## src/hw/rtl/gamma_temporal_dither_defines.svh

```systemverilog
// Assertion macros shared by the gamma_temporal_dither RTL.
// Files that assert include this header; it expects clk and rst in scope.
`ifndef GAMMA_TEMPORAL_DITHER_DEFINES_SVH
`define GAMMA_TEMPORAL_DITHER_DEFINES_SVH

// Consequent checked in the same cycle as the antecedent.
`define GTD_ASSERT_NOW(label, ante, cons, msg) \
  label: assert property (@(posedge clk) disable iff (rst) (ante) |-> (cons)) \
    else $error(msg);

// Consequent checked in the cycle after the antecedent.
`define GTD_ASSERT_NEXT(label, ante, cons, msg) \
  label: assert property (@(posedge clk) disable iff (rst) (ante) |=> (cons)) \
    else $error(msg);

`endif

```

## src/hw/rtl/gtd_pkg.sv

```systemverilog
// Shared types, constants and the lightness table for gamma_temporal_dither.
// No dependencies; used by gtd_lane, gtd_merge and the top level.
package gtd_pkg;

  localparam int NUM_PIXELS  = 4096;
  localparam int RES_AW      = (NUM_PIXELS > 1) ? $clog2(NUM_PIXELS) : 1;
  localparam int IDX_W       = 12;
  localparam int IDX_EXT_W   = 17;  // holds any index and NUM_PIXELS itself
  localparam int CHAN_W      = 8;
  localparam int LUT_W       = 12;
  localparam int RES_W       = 2;
  localparam int OUT_CH_W    = LUT_W - RES_W;
  localparam int LANES       = 3;
  localparam int COLOR_W     = CHAN_W * LANES;
  localparam int PACKED_W    = OUT_CH_W * LANES;
  localparam int IN_TDATA_W  = 40;
  localparam int OUT_TDATA_W = 32;

  // Lane numbering follows the channel position in color_word.
  localparam int LANE_LO  = 0;
  localparam int LANE_MID = 1;
  localparam int LANE_HI  = 2;

  // mode codes
  localparam logic MODE_LO_TOP = 1'b0;
  localparam logic MODE_HI_TOP = 1'b1;

  localparam logic [LUT_W-1:0] LUT_MAX = '1;

  typedef logic [OUT_CH_W-1:0] chan_t;

  typedef struct packed {
    logic              accept;    // input beat taken this cycle
    logic              advance;   // stage 1 moves into the output register
    logic [RES_AW-1:0] rd_addr;   // residue address of the incoming beat
    logic              rd_ok;     // incoming index is inside the store
    logic              clr_we;    // clearing pass write
    logic [RES_AW-1:0] clr_addr;
  } lane_ctrl_t;

  // CIE lightness expansion, 8-bit code to 12-bit level
  localparam logic [LUT_W-1:0] LIGHT_ROM [256] = '{
    12'd0, 12'd2, 12'd4, 12'd5, 12'd7, 12'd9, 12'd11, 12'd12,
    12'd14, 12'd16, 12'd18, 12'd20, 12'd21, 12'd23, 12'd25, 12'd27,
    12'd28, 12'd30, 12'd32, 12'd34, 12'd36, 12'd37, 12'd39, 12'd41,
    12'd43, 12'd45, 12'd47, 12'd49, 12'd52, 12'd54, 12'd56, 12'd59,
    12'd61, 12'd64, 12'd66, 12'd69, 12'd72, 12'd75, 12'd77, 12'd80,
    12'd83, 12'd87, 12'd90, 12'd93, 12'd96, 12'd100, 12'd103, 12'd107,
    12'd111, 12'd115, 12'd118, 12'd122, 12'd126, 12'd131, 12'd135, 12'd139,
    12'd144, 12'd148, 12'd153, 12'd157, 12'd162, 12'd167, 12'd172, 12'd177,
    12'd182, 12'd187, 12'd193, 12'd198, 12'd204, 12'd209, 12'd215, 12'd221,
    12'd227, 12'd233, 12'd239, 12'd246, 12'd252, 12'd259, 12'd265, 12'd272,
    12'd279, 12'd286, 12'd293, 12'd300, 12'd308, 12'd315, 12'd323, 12'd330,
    12'd338, 12'd346, 12'd354, 12'd362, 12'd371, 12'd379, 12'd388, 12'd396,
    12'd405, 12'd414, 12'd423, 12'd432, 12'd442, 12'd451, 12'd461, 12'd470,
    12'd480, 12'd490, 12'd501, 12'd511, 12'd521, 12'd532, 12'd543, 12'd553,
    12'd564, 12'd576, 12'd587, 12'd598, 12'd610, 12'd622, 12'd634, 12'd646,
    12'd658, 12'd670, 12'd683, 12'd695, 12'd708, 12'd721, 12'd734, 12'd748,
    12'd761, 12'd775, 12'd788, 12'd802, 12'd816, 12'd831, 12'd845, 12'd860,
    12'd874, 12'd889, 12'd904, 12'd920, 12'd935, 12'd951, 12'd966, 12'd982,
    12'd999, 12'd1015, 12'd1031, 12'd1048, 12'd1065, 12'd1082, 12'd1099, 12'd1116,
    12'd1134, 12'd1152, 12'd1170, 12'd1188, 12'd1206, 12'd1224, 12'd1243, 12'd1262,
    12'd1281, 12'd1300, 12'd1320, 12'd1339, 12'd1359, 12'd1379, 12'd1399, 12'd1420,
    12'd1440, 12'd1461, 12'd1482, 12'd1503, 12'd1525, 12'd1546, 12'd1568, 12'd1590,
    12'd1612, 12'd1635, 12'd1657, 12'd1680, 12'd1703, 12'd1726, 12'd1750, 12'd1774,
    12'd1797, 12'd1822, 12'd1846, 12'd1870, 12'd1895, 12'd1920, 12'd1945, 12'd1971,
    12'd1996, 12'd2022, 12'd2048, 12'd2074, 12'd2101, 12'd2128, 12'd2155, 12'd2182,
    12'd2209, 12'd2237, 12'd2265, 12'd2293, 12'd2321, 12'd2350, 12'd2378, 12'd2407,
    12'd2437, 12'd2466, 12'd2496, 12'd2526, 12'd2556, 12'd2587, 12'd2617, 12'd2648,
    12'd2679, 12'd2711, 12'd2743, 12'd2774, 12'd2807, 12'd2839, 12'd2872, 12'd2905,
    12'd2938, 12'd2971, 12'd3005, 12'd3039, 12'd3073, 12'd3107, 12'd3142, 12'd3177,
    12'd3212, 12'd3248, 12'd3283, 12'd3319, 12'd3356, 12'd3392, 12'd3429, 12'd3466,
    12'd3503, 12'd3541, 12'd3578, 12'd3617, 12'd3655, 12'd3694, 12'd3732, 12'd3772,
    12'd3811, 12'd3851, 12'd3891, 12'd3931, 12'd3972, 12'd4012, 12'd4054, 12'd4095
  };

endpackage

```

## src/hw/rtl/gtd_merge.sv

```systemverilog
// Output register: packs the three lane results in the order mode selects.
// Depends on gtd_pkg.
module gtd_merge (
  input  logic                          clk,
  input  logic                          load,
  input  logic                          mode,
  input  gtd_pkg::chan_t [gtd_pkg::LANES-1:0] dith,
  output logic [gtd_pkg::PACKED_W-1:0]  packed_color
);

  logic [gtd_pkg::PACKED_W-1:0] packed_next;

  always_comb begin
    if (mode == gtd_pkg::MODE_HI_TOP) begin
      packed_next = {dith[gtd_pkg::LANE_HI], dith[gtd_pkg::LANE_MID], dith[gtd_pkg::LANE_LO]};
    end else begin
      packed_next = {dith[gtd_pkg::LANE_LO], dith[gtd_pkg::LANE_MID], dith[gtd_pkg::LANE_HI]};
    end
  end

  always_ff @(posedge clk) begin
    if (load) begin
      packed_color <= packed_next;
    end
  end

endmodule

```

## config.mk

```make
export PLATFORM = sky130hd
export DESIGN_NAME = gtd_merge
export DESIGN_NICKNAME = d
export VERILOG_FILES = /design/src/hw/rtl/gamma_temporal_dither_defines.svh /design/src/hw/rtl/gtd_pkg.sv /design/src/hw/rtl/gtd_merge.sv
export SDC_FILE = /design/constraint.sdc
export NUM_CORES = 1
export LEC_CHECK = 0
export ABC_CLOCK_PERIOD_IN_PS = 1200
export BUFFER_PORTS_ARGS = -buffer_cell sky130_fd_sc_hd__clkbuf_2
export CORE_ASPECT_RATIO = 1.1
export CORE_MARGIN = 2
export CORE_UTILIZATION = 26
export DETAILED_ROUTE_END_ITERATION = 8
export GPL_TIMING_DRIVEN = 0
export HOLD_SLACK_MARGIN = 0.08
export PLACE_DENSITY_LB_ADDON = 0.1
export SYNTH_ARGS = -nofsm -noshare
export SYNTH_HDL_FRONTEND = slang
export SYNTH_SLANG_ARGS = --single-unit
```

## constraint.sdc

```tcl
create_clock -name clk -period 1.2 [get_ports clk]
set_clock_uncertainty 0.1 [all_clocks]
set_input_delay 0.18 -clock clk [delete_from_list [all_inputs] [get_ports clk]]
set_output_delay 0.18 -clock clk [all_outputs]
set_load 0.02 [all_outputs]
```

=== After elaboration in Yosys (flattened, before gate mapping) ===
Cells that the tools add are included.

* Bits in read-only memories: 0
* Input port bits: 33
* Bits in writable memories: 0
* Bits in registers: 30
* Memories kept: 0
* Latch bits: 0

* Bitwise logic cells: 0
* Equality and inequality tests: 0
* $add $sub $neg: 0
* Order comparisons: 0
* Divide/modulo/power cells: 0
* Shift-type cells: 0
* Reduce and logical (&&, ||, !) cells: 0
* $mul: 0
* Mux-type cells: 1

{| class="wikitable"
|+ Operators with widths
! operator !! count
|-
| $mux 30 || 1
|}

=== Depth between registers and ports, before layout ===
Gate-level depths: netlist of run 1.

* Word-level depth: 1
* Depth in mapped cells: 2

=== Worst setup path after synthesis of run 1 ===
Ideal clock, no wire load.

* Kind: input-to-reg
* From: input mode
* To: register packed_color[0] in the netlist's numbering (data pin)
* Slack: 0.224 ns
* Stages: 2
* Arrival: 0.616 ns
* Cells stage by stage: buf_6 mux2_4

* Cells in the longest elaborated chain, start to end: 1

{| class="wikitable"
|+ RTL lines
! what !! line !! source
|-
| start, declared || gtd_merge.sv:6 || <nowiki>input logic mode,</nowiki>
|-
| $mux 30 || gtd_merge.sv:14 || <nowiki>if (mode == gtd_pkg::MODE_HI_TOP) begin</nowiki>
|-
| named net packed_next (one bit) || gtd_merge.sv:11 || <nowiki>logic [gtd_pkg::PACKED_W-1:0] packed_next;</nowiki>
|-
| end signal, assigned || gtd_merge.sv:23 || <nowiki>packed_color <= packed_next;</nowiki>
|-
| end, declared || gtd_merge.sv:8 || <nowiki>output logic [gtd_pkg::PACKED_W-1:0] packed_color</nowiki>
|}

The timed path passes the listed nets, and every way through them passes these cells.
A chain may end at the register's enable or synchronous reset.

=== Final worst setup path of run 1 ===
* From: register packed_color[7] in the netlist's numbering
* To: output packed_color[7] in the netlist's numbering

No word-level cell between the ends.

==> impl_metrics.yaml, run 1 <==
setup_path:
  cp_max_fo: 1
  worst_ep_required_time_ns: 0.92
  critPathLaunchType: "register"
  crit_path_end_kind: "output port"
  cp_slowest_cell: "edfxtp_1"
  critPathKind: "register to output port"
  path_buf_inv: 1
  crit_family: "flip-flops"
  worstPathArrival_ns: 0.82
  slowest_delay_ns: 0.38
  crit_chain: "clkbuf_2"
detailed_routing:
  wl_per_cell_um: 12.4
  drt_iter0_markers: 26
  postRouteWirelength_um: 2320
  detail_route.vias_per_cell: 4.04
  drc: 0
  dr.pass1.iters: 4
  vias: 755
  detail-route-antenna-nets: 0
timing:
  finalSetupViolations: 0
  period_share_pct: 91.8
  fin_tns_setup_ns: 0
  slew_viol_final: 0
  max_freq_mhz: 908
  min_period_ns: 1.10
  worstMarginPinSlew_ns: 0.755
  final_hold_viol_count: 0
  rsz0062_at_grt: "false"
  fin_ws_ns: 0.0988
  slew_headroom_pct: 49.7
synthesis:
  syn_avg_cell_area_sq_um: 23.5
  synth_cell_types: 3
  yosys_warnings: 0
  synthesis.nets: 85
  postSynthCellCount: 52
  ys_ff_latch: 30
  seq_area_frac_synth_pct: 73.6
  netlist_area_sq_um: 1220
final_layout:
  largest_register_ffs: 30
  largestRegisters: "packed_color (30)"
  fill_cells: 448
  layout_common_cells: "clkbuf_2, edfxtp_1, mux2_4, dlygate4sd3_1, clkbuf_8"
  post-route-util_pct: 38.8
  final_common_cell: "clkbuf_2"
  regMostFlops: "packed_color"
  antenna_cells: 0
  nNetsFinal: 163
  drive_gt1_share_pct: 67.9
  area_delta_synth_final_pct: 45.5
  fin_cells: 187
floorplanning:
  fp.coreArea_sq_um: 4590
  die_x_um: 69.4
  die_h_um: 76.0
  die-area_sq_um: 5270
  start_util_pct: 26.7
  io_pins: 63
  num_rows: 26
placed_design:
  dp_cells: 169
  dp_worst_setup_slack_ns: -0.0776
  place_congestion: 0.682
  port_buffers: 61
cts:
  clockBufferDepth: 2
  cts_max_level: 2
  cts-root-buf: "clkbuf_8"
  clkTransAtPathRegs_ns: 0.06
  cts.sinks: 30
  cts_tree: "done"
  cts_buffers: 5
worst_hold_path:
  hp-class: "input port to register"
  hp-start: "dith[20]"
  holdPathStages: 2
  hold_end: "packed_color[0]"
job:
  maxCapViolCount: 0
power:
  combPwrFrac_pct: 17.1
  pwr-share-clk_pct: 30.5
  p_sw_uw: 595
  switching_share_pct: 24.3
  power_uw: 2450
  p_leak_uw: 0.000808
  p_int_uw: 1860
  power.density_nw_per_um2: 1380
  power_frac_seq_pct: 52.4
  max-vdd-ir-drop_uv: 627
global_route:
  grt_start_max_net_pins: 31
  overflow: 0
  grt_pass1_vias: 827
  grt_usage_pct: 9.22
  grt_antenna_before_repair: 0
  grt_pass1_wl_um: 3680
outcome:
  status: "completed"
==> cells in the mapped netlist <==
master	n	area (sq um)
mux2_4	20	300
buf_6	2	22.5
edfxtp_1	30	901
==> through the flow <==
stage / hold WS [ns] / instance area, sq um
after floorplan: 0.179 / 1220
after global placement: 0.262 / 1600
after detailed placement: 0.259 / 1600
after CTS: 0.109 / 1780
after global routing: 0.110 / 1780
final: 0.119 / 1780
==> cells by family (layout without fill, tap and decap cells) <==
group | count (synthesis) | in the layout | share of synthesized area, %
buffers and inverters | 2 | 81 | 1.84
flip-flops | 30 | 30 | 73.6
multiplexers | 20 | 20 | 24.5
==> layer usage <==
| layer | routed length, um | vias up | global-route usage (%) |
|---|---|---|---|
| li1 | - | 362 | - |
| met1 | 900 | 345 | 8.55 |
| met2 | 1170 | 46 | 16.6 |
| met3 | 231 | 2 | 5.45 |
| met4 | 16 | 0 | 2.94 |
| met5 | 0 | - | 0 |
==> area by class of cell <==
type	count	area (sq um)	share of cell area, %
multi-input combinational	20	300	16.9
clock buffer	6	72.6	4.08
timing repair buffer	71	405	22.8
tap	56	70.1	3.94
buffer	2	22.5	1.26
sequential	30	901	50.6
clock inverter	2	8.76	0.492
==> repair_timing <==
action,in CTS,in global routing
buffers inserted,0,0
hold endpoints to repair,10,0
hold buffers,10,0
resized for setup,0,0
==> power groups by stage <==
stage / Clock (uW) / Sequential, uW / Combinational [uW]
final: 748 / 1280 / 419
after floorplan: 0 / 1430 / 107
after global placement: 0 / 1300 / 394
after detailed placement: 0 / 1310 / 401
after CTS: 785 / 1280 / 427
after global routing: 848 / 1290 / 446
==> worst max path at each step <==
stage	start	endpoint	slack (ns)	cells past startpoint
floorplan	mode	packed_color[0]	0.22	2
global placement	load	packed_color[19]	-0.04	1
detailed placement	load	packed_color[21]	-0.08	1
CTS	packed_color[7]	packed_color[7]	0.07	1
global route	packed_color[21]	packed_color[21]	0.05	1
finish	packed_color[7]	packed_color[7]	0.1	1
Power figures use the tool's default switching activity.
==> run 2: changes to the inputs <==
- RECOVER_POWER: unset -> 100
==> run 2 against run 1 <==
- sequential share of layout area grew 2.6 points
- via count shrank 0.13%
- non-clock buffer count is the same
- largest cell class unchanged
- cell count is the same
- worst setup slack lost 0.00075 ns
- cell area shrank 4.9%
- core utilization shrank 1.9 points
- first-iteration DRC count shrank 31%
- count of clock-buffer cells in the layout is the same
- hold slack lost 0.015 ns
==> impl_metrics.yaml, run 2 (synthesis gave the netlist of run 1 again) <==
final_layout:
  antenna_cells: 0
  post-route-util_pct: 36.9
  area_delta_synth_final_pct: 38.3
  nNetsFinal: 163
  regMostFlops: "packed_color"
  fin_cells: 187
  largestRegisters: "packed_color (30)"
  final_common_cell: "clkbuf_2"
  layout_common_cells: "clkbuf_2, edfxtp_1, mux2_1, dlygate4sd3_1, clkbuf_1"
  multiInputGateArea_sq_um: 233
  largest_register_ffs: 30
  regArea_sq_um: 901
  drive_gt1_share_pct: 49.6
  fill_cells: 476
floorplanning:
  die_x_um: 69.4
  fp.coreArea_sq_um: 4590
  num_rows: 26
  die-area_sq_um: 5270
  io_pins: 63
  die_h_um: 76.0
  start_util_pct: 26.7
global_route:
  grt_pass1_wl_um: 3680
  grt_usage_pct: 9.22
  grt_pass1_vias: 827
  overflow: 0
  grt_start_max_net_pins: 31
  grt_antenna_before_repair: 0
power:
  p_leak_uw: 0.000711
  max-vdd-ir-drop_uv: 585
  power.density_nw_per_um2: 1420
setup_path:
  crit_path_end_kind: "output port"
  cp_max_fo: 1
  worst_ep_required_time_ns: 0.92
  critPathLaunchType: "register"
  cp_slowest_cell: "edfxtp_1"
  crit_family: "flip-flops"
  worstPathArrival_ns: 0.82
  path_buf_inv: 1
  critPathKind: "register to output port"
  crit_chain: "clkbuf_2"
  slowest_delay_ns: 0.38
detailed_routing:
  drt_iter0_markers: 18
  detail_route.vias_per_cell: 4.03
  detail-route-antenna-nets: 0
  drc: 0
  postRouteWirelength_um: 2400
  dr.pass1.iters: 4
  vias: 754
  wl_per_cell_um: 12.8
cts:
  cts_tree: "done"
  cts_max_level: 2
  cts.sinks: 30
  cts_buffers: 5
  clockBufferDepth: 2
  hold_buffers: 10
  cts-resized-gates: 0
  cts-root-buf: "clkbuf_8"
  clkTransAtPathRegs_ns: 0.06
  post-cts-setup-buffers: 0
timing:
  worstMarginPinSlew_ns: 0.756
  finalSetupViolations: 0
  period_share_pct: 91.8
  rsz0062_at_grt: "false"
  fin_ws_ns: 0.0980
  min_period_ns: 1.10
  max_freq_mhz: 907
  holdWs_ns: 0.104
  slew_viol_final: 0
  final_hold_viol_count: 0
  slew_headroom_pct: 49.6
job:
  maxCapViolCount: 0
outcome:
  status: "completed"
worst_hold_path:
  hp-class: "input port to register"
placed_design:
  place_congestion: 0.682
  port_buffers: 61
  dp_worst_setup_slack_ns: -0.0776
  dp_cells: 169
## run 2: cell types whose count changed in the layout (fill, tap and decap cells not counted)
cell | previous run | this run
mux2_1 | 0 | 18
buf_6 | 2 | 0
mux2_4 | 20 | 2
clkbuf_1 | 1 | 7
clkbuf_2 | 61 | 57
## run 2: per-stage QoR
stage | instance area [sq um] | TNS, ns | total power (uW)
after CTS | 1780 | 0 | 2500
after global placement | 1600 | -1.27 | 1700
after floorplan | 1220 | 0 | 1530
final | 1690 | 0 | 2400
after detailed placement | 1600 | -2.30 | 1710
after global routing | 1690 | 0 | 2530
## run 2: final timing paths
kind | slack (ns) | depth (start not counted) | from | end
hold / removal | 0.10 | 2 | dith[2] | packed_color[2]
setup / recovery | 0.1 | 1 | packed_color[7] | packed_color[7]
## run 2: power by group
part           total, uW  internal [uW]  switching (uW)
Sequential          1280           1260            22.1
Clock                751            397             353
Combinational        366            149             217
Total               2400           1810             593
## run 2: routing by layer
metal	global-route usage, %	routed length (um)	share of wire (%)
met5	0	0	0
met2	16.6	1150	48
met3	5.45	240	10
met1	8.55	986	41
met4	2.94	16	0.67
## run 2: cell type report
type,count,share of cell area (%)
clock inverters,2,0.517
clock buffers,6,4.29
plain buffers,2,0.591
multi-input cells,20,13.7
repair buffers,71,23.5
well taps,56,4.14
flip-flops and latches,30,53.2
